$ cat config.mk
export PLATFORM = sky130hd
export DESIGN_NAME = motor_soft_start_ramp_controller_top
export DESIGN_NICKNAME = d
export VERILOG_FILES = /design/src/rtl/msr_pkg.sv /design/src/rtl/motor_soft_start_ramp_controller_top.sv /design/src/rtl/msr_ramp.sv
export SDC_FILE = /design/constraint.sdc
export NUM_CORES = 1
export LEC_CHECK = 0
export ABC_AREA = 1
export BUFFER_PORTS_ARGS = -buffer_cell sky130_fd_sc_hd__buf_2
export CAP_MARGIN = 5
export CORE_ASPECT_RATIO = 0.6
export CORE_MARGIN = 4
export CORE_UTILIZATION = 31
export CTS_CLUSTER_SIZE = 28
export DETAILED_ROUTE_END_ITERATION = 7
export PLACE_DENSITY = 0.56
export REMOVE_ABC_BUFFERS = 1
export SYNTH_ARGS = -nofsm -noshare
export SYNTH_HDL_FRONTEND = slang
export SYNTH_SLANG_ARGS = --single-unit
export TNS_END_PERCENT = 20
$ cat constraint.sdc
create_clock -name aclk -period 4.8 [get_ports aclk]
set_input_delay 0.96 -clock aclk [delete_from_list [all_inputs] [get_ports aclk]]
set_output_delay 0.96 -clock aclk [all_outputs]
set_load 0.02 [all_outputs]
$ cat src/rtl/msr_pkg.sv
// ----------------------------------------------------------------------------
// msr_pkg: shared types and constants for the motor soft-start ramp controller
// Widths, mode codes, command characters and register reset values.
// ----------------------------------------------------------------------------
package msr_pkg;

    localparam int DUTY_W   = 14;
    localparam int RTIMER_W = 8;
    localparam int BTIMER_W = 16;
    localparam int MODE_W   = 2;
    localparam int CMD_W    = 8;

    typedef logic [DUTY_W-1:0]   duty_t;
    typedef logic [RTIMER_W-1:0] rtimer_t;
    typedef logic [BTIMER_W-1:0] btimer_t;
    typedef logic [MODE_W-1:0]   mode_t;
    typedef logic [CMD_W-1:0]    cmd_t;

    // highest duty the timer compare may take, bounded by the field width
    localparam int unsigned DUTY_MAX     = 9000;
    localparam int unsigned DUTY_W_MAX   = (1 << DUTY_W) - 1;
    localparam int unsigned DUTY_LIMIT_I = (DUTY_MAX < DUTY_W_MAX) ? DUTY_MAX : DUTY_W_MAX;
    localparam duty_t       DUTY_LIMIT   = DUTY_W'(DUTY_LIMIT_I);

    localparam mode_t MODE_STOP = 2'd0;
    localparam mode_t MODE_FWD  = 2'd1;
    localparam mode_t MODE_REV  = 2'd2;

    localparam cmd_t CMD_FWD_LC  = 8'h69; // 'i'
    localparam cmd_t CMD_FWD_UC  = 8'h49; // 'I'
    localparam cmd_t CMD_REV_LC  = 8'h67; // 'g'
    localparam cmd_t CMD_REV_UC  = 8'h47; // 'G'
    localparam cmd_t CMD_STOP_LC = 8'h64; // 'd'
    localparam cmd_t CMD_STOP_UC = 8'h44; // 'D'

    // configuration register indexes
    localparam logic [1:0] REG_STEP_SIZE   = 2'd0;
    localparam logic [1:0] REG_RAMP_PERIOD = 2'd1;
    localparam logic [1:0] REG_RUN_SPEED   = 2'd2;
    localparam logic [1:0] REG_BUZZ_PERIOD = 2'd3;

    localparam int CFG_ADDR_W = 2;
    localparam int CFG_DATA_W = 16;

    localparam duty_t   STEP_SIZE_RST   = 14'd50;
    localparam rtimer_t RAMP_PERIOD_RST = 8'd10;
    localparam duty_t   RUN_SPEED_RST   = 14'd4500;
    localparam btimer_t BUZZ_PERIOD_RST = 16'd500;

endpackage

$ cat src/rtl/motor_soft_start_ramp_controller_top.sv
// ----------------------------------------------------------------------------
// motor_soft_start_ramp_controller_top: PWM soft-start ramp with run button
// One item per millisecond tick; returns duty, direction, state and buzzer.
// ----------------------------------------------------------------------------
//  channel  | dir | tdata fields (lsb first)                     | width
//  s_       | in  | cmd_valid, cmd_byte[7:0], run_pressed        | 16
//  m_       | out | pwm_duty[13:0], dir_level, run_state[1:0],   | 24
//           |     | buzzer_level                                 |
//  cfg_     | in  | register write, index 0..3                   | 16
//
// one item per clock unless the result stalls: an accepted item updates the
// controller state in the same cycle and its result appears in the output
// register on the next cycle. the input side stays ready while the output
// register is empty or being taken, so a stalled result holds the input back
// by one register only. synchronous active-low reset restores the register
// defaults and a stopped motor.
// ----------------------------------------------------------------------------
module motor_soft_start_ramp_controller_top (
    input  logic        aclk,
    input  logic        aresetn,
    input  logic        s_tvalid,
    output logic        s_tready,
    input  logic [15:0] s_tdata,   // cmd_valid, cmd_byte[7:0], run_pressed, zero pad
    output logic        m_tvalid,
    input  logic        m_tready,
    output logic [23:0] m_tdata,   // pwm_duty[13:0], dir_level, run_state[1:0],
                                   // buzzer_level, zero pad
    input  logic                                cfg_wr_en,
    input  logic [msr_pkg::CFG_ADDR_W-1:0]      cfg_addr,
    input  logic [msr_pkg::CFG_DATA_W-1:0]      cfg_wr_data
);
    import msr_pkg::*;

    // configuration
    duty_t   step_size_reg;
    rtimer_t ramp_period_reg;
    duty_t   run_speed_reg;
    btimer_t buzz_period_reg;

    // controller state
    duty_t   duty_now_reg,    duty_now_next;
    duty_t   duty_goal_reg,   duty_goal_next;
    mode_t   goal_mode_reg,   goal_mode_next;
    duty_t   goal_speed_reg,  goal_speed_next;
    mode_t   actual_mode_reg, actual_mode_next;
    logic    dir_reg,         dir_next;
    logic    button_prev_reg;
    rtimer_t ramp_timer_reg,  ramp_timer_next;
    btimer_t buzz_timer_reg,  buzz_timer_next;
    logic    buzz_reg,        buzz_next;

    logic    out_valid_reg;
    logic [23:0] out_data_reg;

    logic    accept;
    logic    in_cmd_valid;
    cmd_t    in_cmd_byte;
    logic    in_pressed;
    rtimer_t ramp_count;
    btimer_t buzz_count;
    logic    ramp_fire;
    duty_t   duty_stepped;
    duty_t   speed_sat;

    assign in_cmd_valid = s_tdata[0];
    assign in_cmd_byte  = s_tdata[8:1];
    assign in_pressed   = s_tdata[9];

    assign s_tready = !out_valid_reg || m_tready;
    assign accept   = s_tvalid && s_tready;

    assign m_tvalid = out_valid_reg;
    assign m_tdata  = out_data_reg;

    // saturating tick counters
    assign ramp_count = (ramp_timer_reg == '1) ? ramp_timer_reg : ramp_timer_reg + 1'b1;
    assign buzz_count = (buzz_timer_reg == '1) ? buzz_timer_reg : buzz_timer_reg + 1'b1;
    assign ramp_fire  = (ramp_count >= ramp_period_reg);
    assign speed_sat  = (run_speed_reg > DUTY_LIMIT) ? DUTY_LIMIT : run_speed_reg;

    msr_ramp u_ramp (
        .duty_now     (duty_now_reg),
        .duty_goal    (duty_goal_reg),
        .step_size    (step_size_reg),
        .duty_stepped (duty_stepped)
    );

    always_comb begin
        duty_now_next    = duty_now_reg;
        duty_goal_next   = duty_goal_reg;
        goal_mode_next   = goal_mode_reg;
        goal_speed_next  = goal_speed_reg;
        actual_mode_next = actual_mode_reg;
        dir_next         = dir_reg;
        ramp_timer_next  = ramp_count;
        buzz_timer_next  = buzz_count;
        buzz_next        = buzz_reg;

        // ramp update on the period boundary
        if (ramp_fire) begin
            ramp_timer_next = '0;
            duty_now_next   = duty_stepped;
            if (duty_stepped == '0) begin
                actual_mode_next = MODE_STOP;
            end
        end

        // command decode; unknown bytes keep the target
        if (in_cmd_valid) begin
            case (in_cmd_byte)
                CMD_FWD_LC, CMD_FWD_UC: begin
                    goal_mode_next  = MODE_FWD;
                    goal_speed_next = speed_sat;
                end
                CMD_REV_LC, CMD_REV_UC: begin
                    goal_mode_next  = MODE_REV;
                    goal_speed_next = speed_sat;
                end
                CMD_STOP_LC, CMD_STOP_UC: begin
                    goal_mode_next  = MODE_STOP;
                    goal_speed_next = '0;
                end
                default: begin
                end
            endcase
        end

        // press applies the target, a command while held re-applies it, release clears the goal
        if ((in_pressed && (in_pressed != button_prev_reg)) || (in_cmd_valid && in_pressed)) begin
            if (goal_mode_next == MODE_FWD) begin
                dir_next = 1'b1;
            end else if (goal_mode_next == MODE_REV) begin
                dir_next = 1'b0;
            end
            duty_goal_next = goal_speed_next;
            if (goal_mode_next != MODE_STOP) begin
                actual_mode_next = goal_mode_next;
            end
        end else if (!in_pressed && button_prev_reg) begin
            duty_goal_next = '0;
        end

        // buzzer toggles only while reversing with the button held
        if (actual_mode_next == MODE_REV && in_pressed) begin
            if (buzz_count >= buzz_period_reg) begin
                buzz_next       = !buzz_reg;
                buzz_timer_next = '0;
            end
        end else begin
            buzz_next = 1'b0;
        end
    end

    always_ff @(posedge aclk) begin
        if (!aresetn) begin
            step_size_reg   <= STEP_SIZE_RST;
            ramp_period_reg <= RAMP_PERIOD_RST;
            run_speed_reg   <= RUN_SPEED_RST;
            buzz_period_reg <= BUZZ_PERIOD_RST;
        end else if (cfg_wr_en) begin
            case (cfg_addr)
                REG_STEP_SIZE:   step_size_reg   <= cfg_wr_data[DUTY_W-1:0];
                REG_RAMP_PERIOD: ramp_period_reg <= cfg_wr_data[RTIMER_W-1:0];
                REG_RUN_SPEED:   run_speed_reg   <= cfg_wr_data[DUTY_W-1:0];
                REG_BUZZ_PERIOD: buzz_period_reg <= cfg_wr_data[BTIMER_W-1:0];
                default: begin
                end
            endcase
        end
    end

    always_ff @(posedge aclk) begin
        if (!aresetn) begin
            duty_now_reg    <= '0;
            duty_goal_reg   <= '0;
            goal_mode_reg   <= MODE_STOP;
            goal_speed_reg  <= '0;
            actual_mode_reg <= MODE_STOP;
            dir_reg         <= 1'b0;
            button_prev_reg <= 1'b0;
            ramp_timer_reg  <= '0;
            buzz_timer_reg  <= '0;
            buzz_reg        <= 1'b0;
        end else if (accept) begin
            duty_now_reg    <= duty_now_next;
            duty_goal_reg   <= duty_goal_next;
            goal_mode_reg   <= goal_mode_next;
            goal_speed_reg  <= goal_speed_next;
            actual_mode_reg <= actual_mode_next;
            dir_reg         <= dir_next;
            button_prev_reg <= in_pressed;
            ramp_timer_reg  <= ramp_timer_next;
            buzz_timer_reg  <= buzz_timer_next;
            buzz_reg        <= buzz_next;
        end
    end

    always_ff @(posedge aclk) begin
        if (!aresetn) begin
            out_valid_reg <= 1'b0;
        end else if (accept) begin
            out_valid_reg <= 1'b1;
        end else if (m_tready) begin
            out_valid_reg <= 1'b0;
        end
    end

    always_ff @(posedge aclk) begin
        if (accept) begin
            out_data_reg <= {6'd0, buzz_next, actual_mode_next, dir_next, duty_now_next};
        end
    end

    a_duty_limit: assert property (@(posedge aclk) disable iff (!aresetn)
        m_tvalid |-> m_tdata[DUTY_W-1:0] <= DUTY_LIMIT)
        else $error("duty above limit");

    a_buzz_reverse: assert property (@(posedge aclk) disable iff (!aresetn)
        m_tvalid && m_tdata[17] |-> m_tdata[16:15] == MODE_REV)
        else $error("buzzer active outside reverse");

    a_backpressure: assert property (@(posedge aclk) disable iff (!aresetn)
        m_tvalid && !m_tready |-> !s_tready)
        else $error("input taken while result stalled");

endmodule

$ cat src/rtl/msr_ramp.sv
// ----------------------------------------------------------------------------
// msr_ramp: one slew step of the duty toward its goal
// Moves the duty by the step size in either direction, clamped at the goal.
// ----------------------------------------------------------------------------
module msr_ramp (
    input  msr_pkg::duty_t duty_now,
    input  msr_pkg::duty_t duty_goal,
    input  msr_pkg::duty_t step_size,
    output msr_pkg::duty_t duty_stepped
);
    import msr_pkg::*;

    logic [DUTY_W:0] sum_up;
    duty_t           diff_down;

    assign sum_up    = {1'b0, duty_now} + {1'b0, step_size};
    assign diff_down = duty_now - duty_goal;

    always_comb begin
        if (duty_now < duty_goal) begin
            duty_stepped = (sum_up > {1'b0, duty_goal}) ? duty_goal : sum_up[DUTY_W-1:0];
        end else if (duty_now > duty_goal) begin
            // clamp on the way down too
            duty_stepped = (diff_down <= step_size) ? duty_goal : (duty_now - step_size);
        end else begin
            duty_stepped = duty_now;
        end
    end

endmodule
* Word-level counts from Yosys, hierarchy flattened
Cells that the tools add are included.
** Storage, ports and cells
- Register bits after elaboration :: 144
- Input bits :: 39
- Output and inout port bits :: 26
- Logic and storage cells :: 95
** Operators by class
- Add/sub/neg operators :: 5
- Order comparisons :: 7
- Eq/ne operators :: 15
- Multiplexer cells :: 28
- Reduce and logical (&&, ||, !) cells :: 24
** Operator list (count)
- 2-to-1 mux 14 bit :: 9
- equality test 8 x 7 -> 1 bit, second input constant :: 6
- 2-to-1 mux 16 bit :: 3
- case mux 14 bit (2 select lines) :: 1
- subtractor 14 bit :: 2
- adder 16 x 1 -> 16 bit, second input constant :: 1
- equality test 16 bit, second input constant :: 1
- >= comparator 16 bit :: 1
- 2-to-1 mux 8 bit :: 2
- adder 14 x 14 -> 15 bit :: 1
- greater-than comparator 15 x 14 -> 1 bit :: 1
- greater-than comparator 14 bit :: 1
- greater-than comparator 14 bit, second input constant :: 1
- <= comparator 14 bit :: 1
- logical NOT 14 bit :: 1
- < comparator 14 bit :: 1
- 2-to-1 mux 2 bit :: 5
- AND reduction 2 bit :: 5
- adder 8 x 1 -> 8 bit, second input constant :: 1
- equality test 2 bit, second input constant :: 4
- equality test 8 bit, second input constant :: 1
- >= comparator 8 bit :: 1
- 2-to-1 mux 1 bit :: 7
- case mux 2 bit (3 select lines) :: 1
- other kinds (9) :: 21

* Depth between registers and ports, before layout
- Depth in word-level cells :: 13
- Mapped depth :: 38
- Depth with buffers taken out :: 36

* By module
From an unflattened synthesis, not the netlist that was laid out.
** Second synthesis, totals
- Cell total of the unflattened synthesis :: 1583
- Area, all modules :: 10618.9 um2
** By module, submodules not included
- motor_soft_start_ramp_controller_top :: instances 1, cells each 952, area each 6998.0 um2, seq. area each 3062.9 um2
- msr_ramp :: instances 1, cells each 631, area each 3621.0 um2, seq. area each 0.0 um2

* Least setup slack after synthesis
OpenSTA, ideal clock, no wires.
- Kind :: register to register
- Start :: register duty_goal_reg[2]
- End :: register buzz_timer_reg[4]
- Library setup time :: 139 ps
- Data arrival time :: 4204 ps
- Data required time :: 4661 ps
- Path slack :: 457 ps
- Stages on the path, launching flop included :: 35
- Path buffers :: 2
- Clock period less this slack :: 4343 ps
- Cell sequence :: dfxtp_1 inv_1 ha_1 a21o_1 a31oi_1 o21ai_0 a21oi_1 o21bai_1 a21oi_1 o21bai_1 nand2_1 a21oi_1 nor2_1 xnor2_1 ha_1 nand2_1 inv_1 nand2_1 nand2_1 a21oi_1 nand2_2 nand2_2 buf_4 nand2_1 nand3_1 nand2_1 nand2_1 nand4_1 nor2_1 nand3_2 a21oi_4 nand4_4 buf_8 nand2_2 a21oi_2
** On the way
- Word-level cells in the longest chain between the ends :: 13
- Elaborated cells on any way between the ends :: 17
- Those cells by class :: add/sub: 1; order compare: 4; eq/ne: 1; mux: 9; reduce/logical: 2
** Ends and longest elaborated chain
- start, declared :: RTL line motor_soft_start_ramp_controller_top.sv:42 : duty_t duty_goal_reg, duty_goal_next;
- start signal, assigned :: RTL line motor_soft_start_ramp_controller_top.sv:186 : duty_goal_reg <= duty_goal_next;
- subtractor 14 bit :: RTL line msr_ramp.sv:17 : assign diff_down = duty_now - duty_goal;
- <= comparator 14 bit :: RTL line msr_ramp.sv:24 : duty_stepped = (diff_down <= step_size) ? duty_goal : (duty_now - step_size);
- 2-to-1 mux 14 bit :: RTL line msr_ramp.sv:24
- 2-to-1 mux 14 bit :: RTL line msr_ramp.sv:22 : end else if (duty_now > duty_goal) begin
- 2-to-1 mux 14 bit (*) :: RTL line msr_ramp.sv:20 : if (duty_now < duty_goal) begin
- logical NOT 14 bit (*) :: RTL line motor_soft_start_ramp_controller_top.sv:103 : if (duty_stepped == '0) begin
- 2-to-1 mux 2 bit (*) :: RTL line motor_soft_start_ramp_controller_top.sv:103
- 2-to-1 mux 2 bit (*) :: RTL line motor_soft_start_ramp_controller_top.sv:100 : if (ramp_fire) begin
- 2-to-1 mux 2 bit :: RTL line motor_soft_start_ramp_controller_top.sv:136 : if (goal_mode_next != MODE_STOP) begin
- 2-to-1 mux 2 bit (*) :: RTL line motor_soft_start_ramp_controller_top.sv:129 : if ((in_pressed && (in_pressed != button_prev_reg)) || (in_cmd_valid && in_pressed)) begin
- equality test 2 bit (*) :: RTL line motor_soft_start_ramp_controller_top.sv:144 : if (actual_mode_next == MODE_REV && in_pressed) begin
- logical AND 1 bit (*) :: RTL line motor_soft_start_ramp_controller_top.sv:144
- 2-to-1 mux 16 bit (*) :: RTL line motor_soft_start_ramp_controller_top.sv:144
- end signal, assigned :: RTL line motor_soft_start_ramp_controller_top.sv:193 : buzz_timer_reg <= buzz_timer_next;
- end, declared :: RTL line motor_soft_start_ramp_controller_top.sv:49 : btimer_t buzz_timer_reg, buzz_timer_next;
Mark *: on every way between the ends. The rest lies on a longest branch, timed or not.
A chain may end at the register's enable or synchronous reset.

* Worst setup path after layout
- Start :: register duty_goal_reg[2]
- End :: register buzz_timer_reg[9]
Same word-level chain as after synthesis.

==> flow_summary.yaml <==
run_status:
  status: "complete, but fails checks"
  violations: "negative setup slack"
setup_path:
  regToRegSetupSlack_ps: -120
  critPathTopFamily: "simple AND/OR/NAND/NOR gates"
  worst_path_max_delay_cell: "dfxtp_2"
  critPathMaxStageDelay_ps: 330
  path_class: "flip-flop to flip-flop"
  cpMostUsedCell: "a21oi_2"
  path_max_fanout: 8
  path_buf_inv: 5
  r2r-end: "buzz_timer_reg[9]"
  required_ps: 5070
  cp.arrival_ps: 5190
  critPathCaptureType: "flip-flop"
  cp.depth: 34
  cp-start-kind: "flip-flop"
  regToRegStartpoint: "duty_goal_reg[2]"
  r2r_cells: 34
global_routing:
  gr-usage-all-layers: 0.1868
  antenna_found_initial: 0
  grt_max_degree: 71
  grt_pass1_vias: 9462
  grt_pass1_wl_um: 53390
  overflow: 0
timing:
  period_needed_ps: 4923
  finalMaxSlewViolations: 0
  finalHoldViolations: 0
  min_period_over_period: 1.026
  fin_skew_ps: 11.29
  tns_ps: -1840
  tightest_slew_ps: 1211
  rsz0062_at_grt: "yes"
  timing.fmax_mhz: 203.1
  finalSetupViolCount: 18
  max_slew_margin: 0.1930
  setup_slack_ps: -123.1
floorplan:
  fp-row-count: 52
  core_mm2: 0.03364
  ioPinCount: 65
  dieArea_mm2: 0.03720
  start_util: 0.3142
  die_w_um: 246.4
  die_height_um: 151.0
clock_network:
  cts_buffer_depth: 2
  ctsRootBufferMaster: "clkbuf_16"
  clk_pin_slew_worst_paths_ps: 60
  cts_tree: "done"
  cts_made_buffers: 17
  clk_latency_ps: 430
  clkSinkCount: 144
  h-tree-depth: 4
yosys:
  synth_top_cell_area_share: 0.2387
  synthTopCellsByArea: "dfxtp_1 24%, nand2_1 14%, ha_1 11%"
  ys_types: 51
  syn_inst: 1595
  synthArstFlopShare: 0
  ys_warn_count: 0
  postSynthAreaPerCell_um2: 6.625
  synth_flop_cell: "dfxtp_1"
  synth_edf_count: 18
  yosys.area.top_type: "dfxtp_1"
  synth_seq_area_share: 0.2898
  ys_ff_latch: 144
  syn_area_mm2: 0.01057
cells_and_area:
  nets: 1904
  n_fill_cell: 3630
  seqCellArea_mm2: 0.003068
  layout_commonest_cell: "nand2_1"
  multi_input_area_mm2: 0.006618
  final_area_mm2: 0.01327
  layout-drive-gt1-share: 0.2053
  mostFrequentLayoutCells: "362 x nand2_1, 238 x inv_1, 149 x buf_4, 144 x a21oi_1, 122 x dfxtp_1"
  area_growth_pct: 25.57
  largest_reg_flops: 18
  n_antenna_cell: 0
  post-route-util: 0.3945
placement:
  io_buffers: 51
  place_area_mm2: 0.01216
  dp_hpwl_um: 27270
  gp_congestion: 0.9305
flow_run:
  cap_violations: 0
route:
  vias: 10600
  postRouteAntennaNets: 0
  first_pass_iters: 5
  wl_um: 34880
  wl_per_cell_um: 15.59
  drcViolationCount: 0
  drt_iter0_drc: 1173
  routed_via_density: 4.738
hold_path:
  worst_hold_path_type: "flip-flop to flip-flop"
  hold_end: "buzz_period_reg[12]"
  hold_path_startpoint: "buzz_period_reg[12]"
  min_path_cells: 2
power_and_ir_drop:
  power_density_mw_per_mm2: 331.5
  ir_drop_v: 0.0002829
  cellLeakagePower_nw: 6.459
timing repair:
action,CTS,global route
setup endpoints to repair,22,25
gates resized for setup,50,41
hold buffers,0,0
buffers inserted,14,6
pin swaps,30,27
cloned,2,0
worst max path at each step:
stage                     startpoint            endpoint  slack (ps)
floorplan           duty_goal_reg[2]   buzz_timer_reg[0]         430
global placement    duty_goal_reg[2]   buzz_timer_reg[0]        -660
detailed placement  duty_goal_reg[2]  buzz_timer_reg[11]        -750
CTS                 duty_goal_reg[2]  buzz_timer_reg[12]        -170
global route        duty_goal_reg[2]   buzz_timer_reg[9]        -440
finish              duty_goal_reg[2]   buzz_timer_reg[9]        -120
report_power, final:
group | leakage [nW] | switching (mW) | total, mW | internal, mW
Sequential | 1.21 | 0.0295 | 1.31 | 1.28
Clock | 0.280 | 0.542 | 1.31 | 0.764
Combinational | 4.97 | 1.07 | 1.79 | 0.717
Total | 6.46 | 1.64 | 4.40 | 2.76
synthesized netlist by cell type (all sizes together), types with 20 or more instances:
cell and instances:
ha 95, nor2 127, buf 26, o21ai 106, nand3 108, dfxtp 126, inv 254, nand2 408
clkbuf 34, a21oi 167, nor3 20, xor2 22
worst reg2reg max path, delay by kind of cell, from the launching register on:
family	cells	cell delay, ps
DFF	1	330
AOI/OAI and AO/OA	11	1320
buffers and inverters	5	740
adders and majority gates	2	540
and+or+nand+nor	15	1700
xor gates and xnor gates	1	140
routing by layer:
layer | global-route usage | wire, um | vias to the layer above
met5 | 0 | 0 | -
met4 | 0.02777 | 164 | 0
met3 | 0.05449 | 3222 | 13
met2 | 0.2329 | 12330 | 322
met1 | 0.3079 | 19160 | 4792
li1 | - | - | 5471
metrics by stage:
stage | worst slack [ps] | hold WS (ps) | instances | power [mW]
after floorplan | 425.2 | 434.7 | 1540 | 2.171
after global placement | -656.7 | 451.6 | 2186 | 2.789
after detailed placement | -746.3 | 455.2 | 2186 | 2.800
after CTS | -166.3 | 464.6 | 2231 | 4.275
after global routing | -435.8 | 479.1 | 2237 | 4.652
final | -123.1 | 464.7 | 2237 | 4.399
final cells by class:
class	instances	share of cell area
sequential	144	0.2312
inverter	256	0.07241
clock buffer	21	0.03630
clock inverter	9	0.006317
timing repair buffer	207	0.1118
tap	459	0.04328
multi-input combinational	1141	0.4987
cells by family (layout without fill, tap and decap cells):
logic type | count (synthesis) | after routing | synth area share
AOI/OAI and AO/OA | 315 | 315 | 0.1653
muxes | 1 | 1 | 0.0009472
xor gates and xnor gates | 35 | 35 | 0.02901
other | 1 | 6 | 0.0003549
adders and majority gates | 98 | 98 | 0.1182
buffers and inverters | 316 | 493 | 0.1196
and+or+nand+nor | 685 | 686 | 0.2768
DFF | 144 | 144 | 0.2898
No activity file was read; power rests on OpenSTA's default activity.
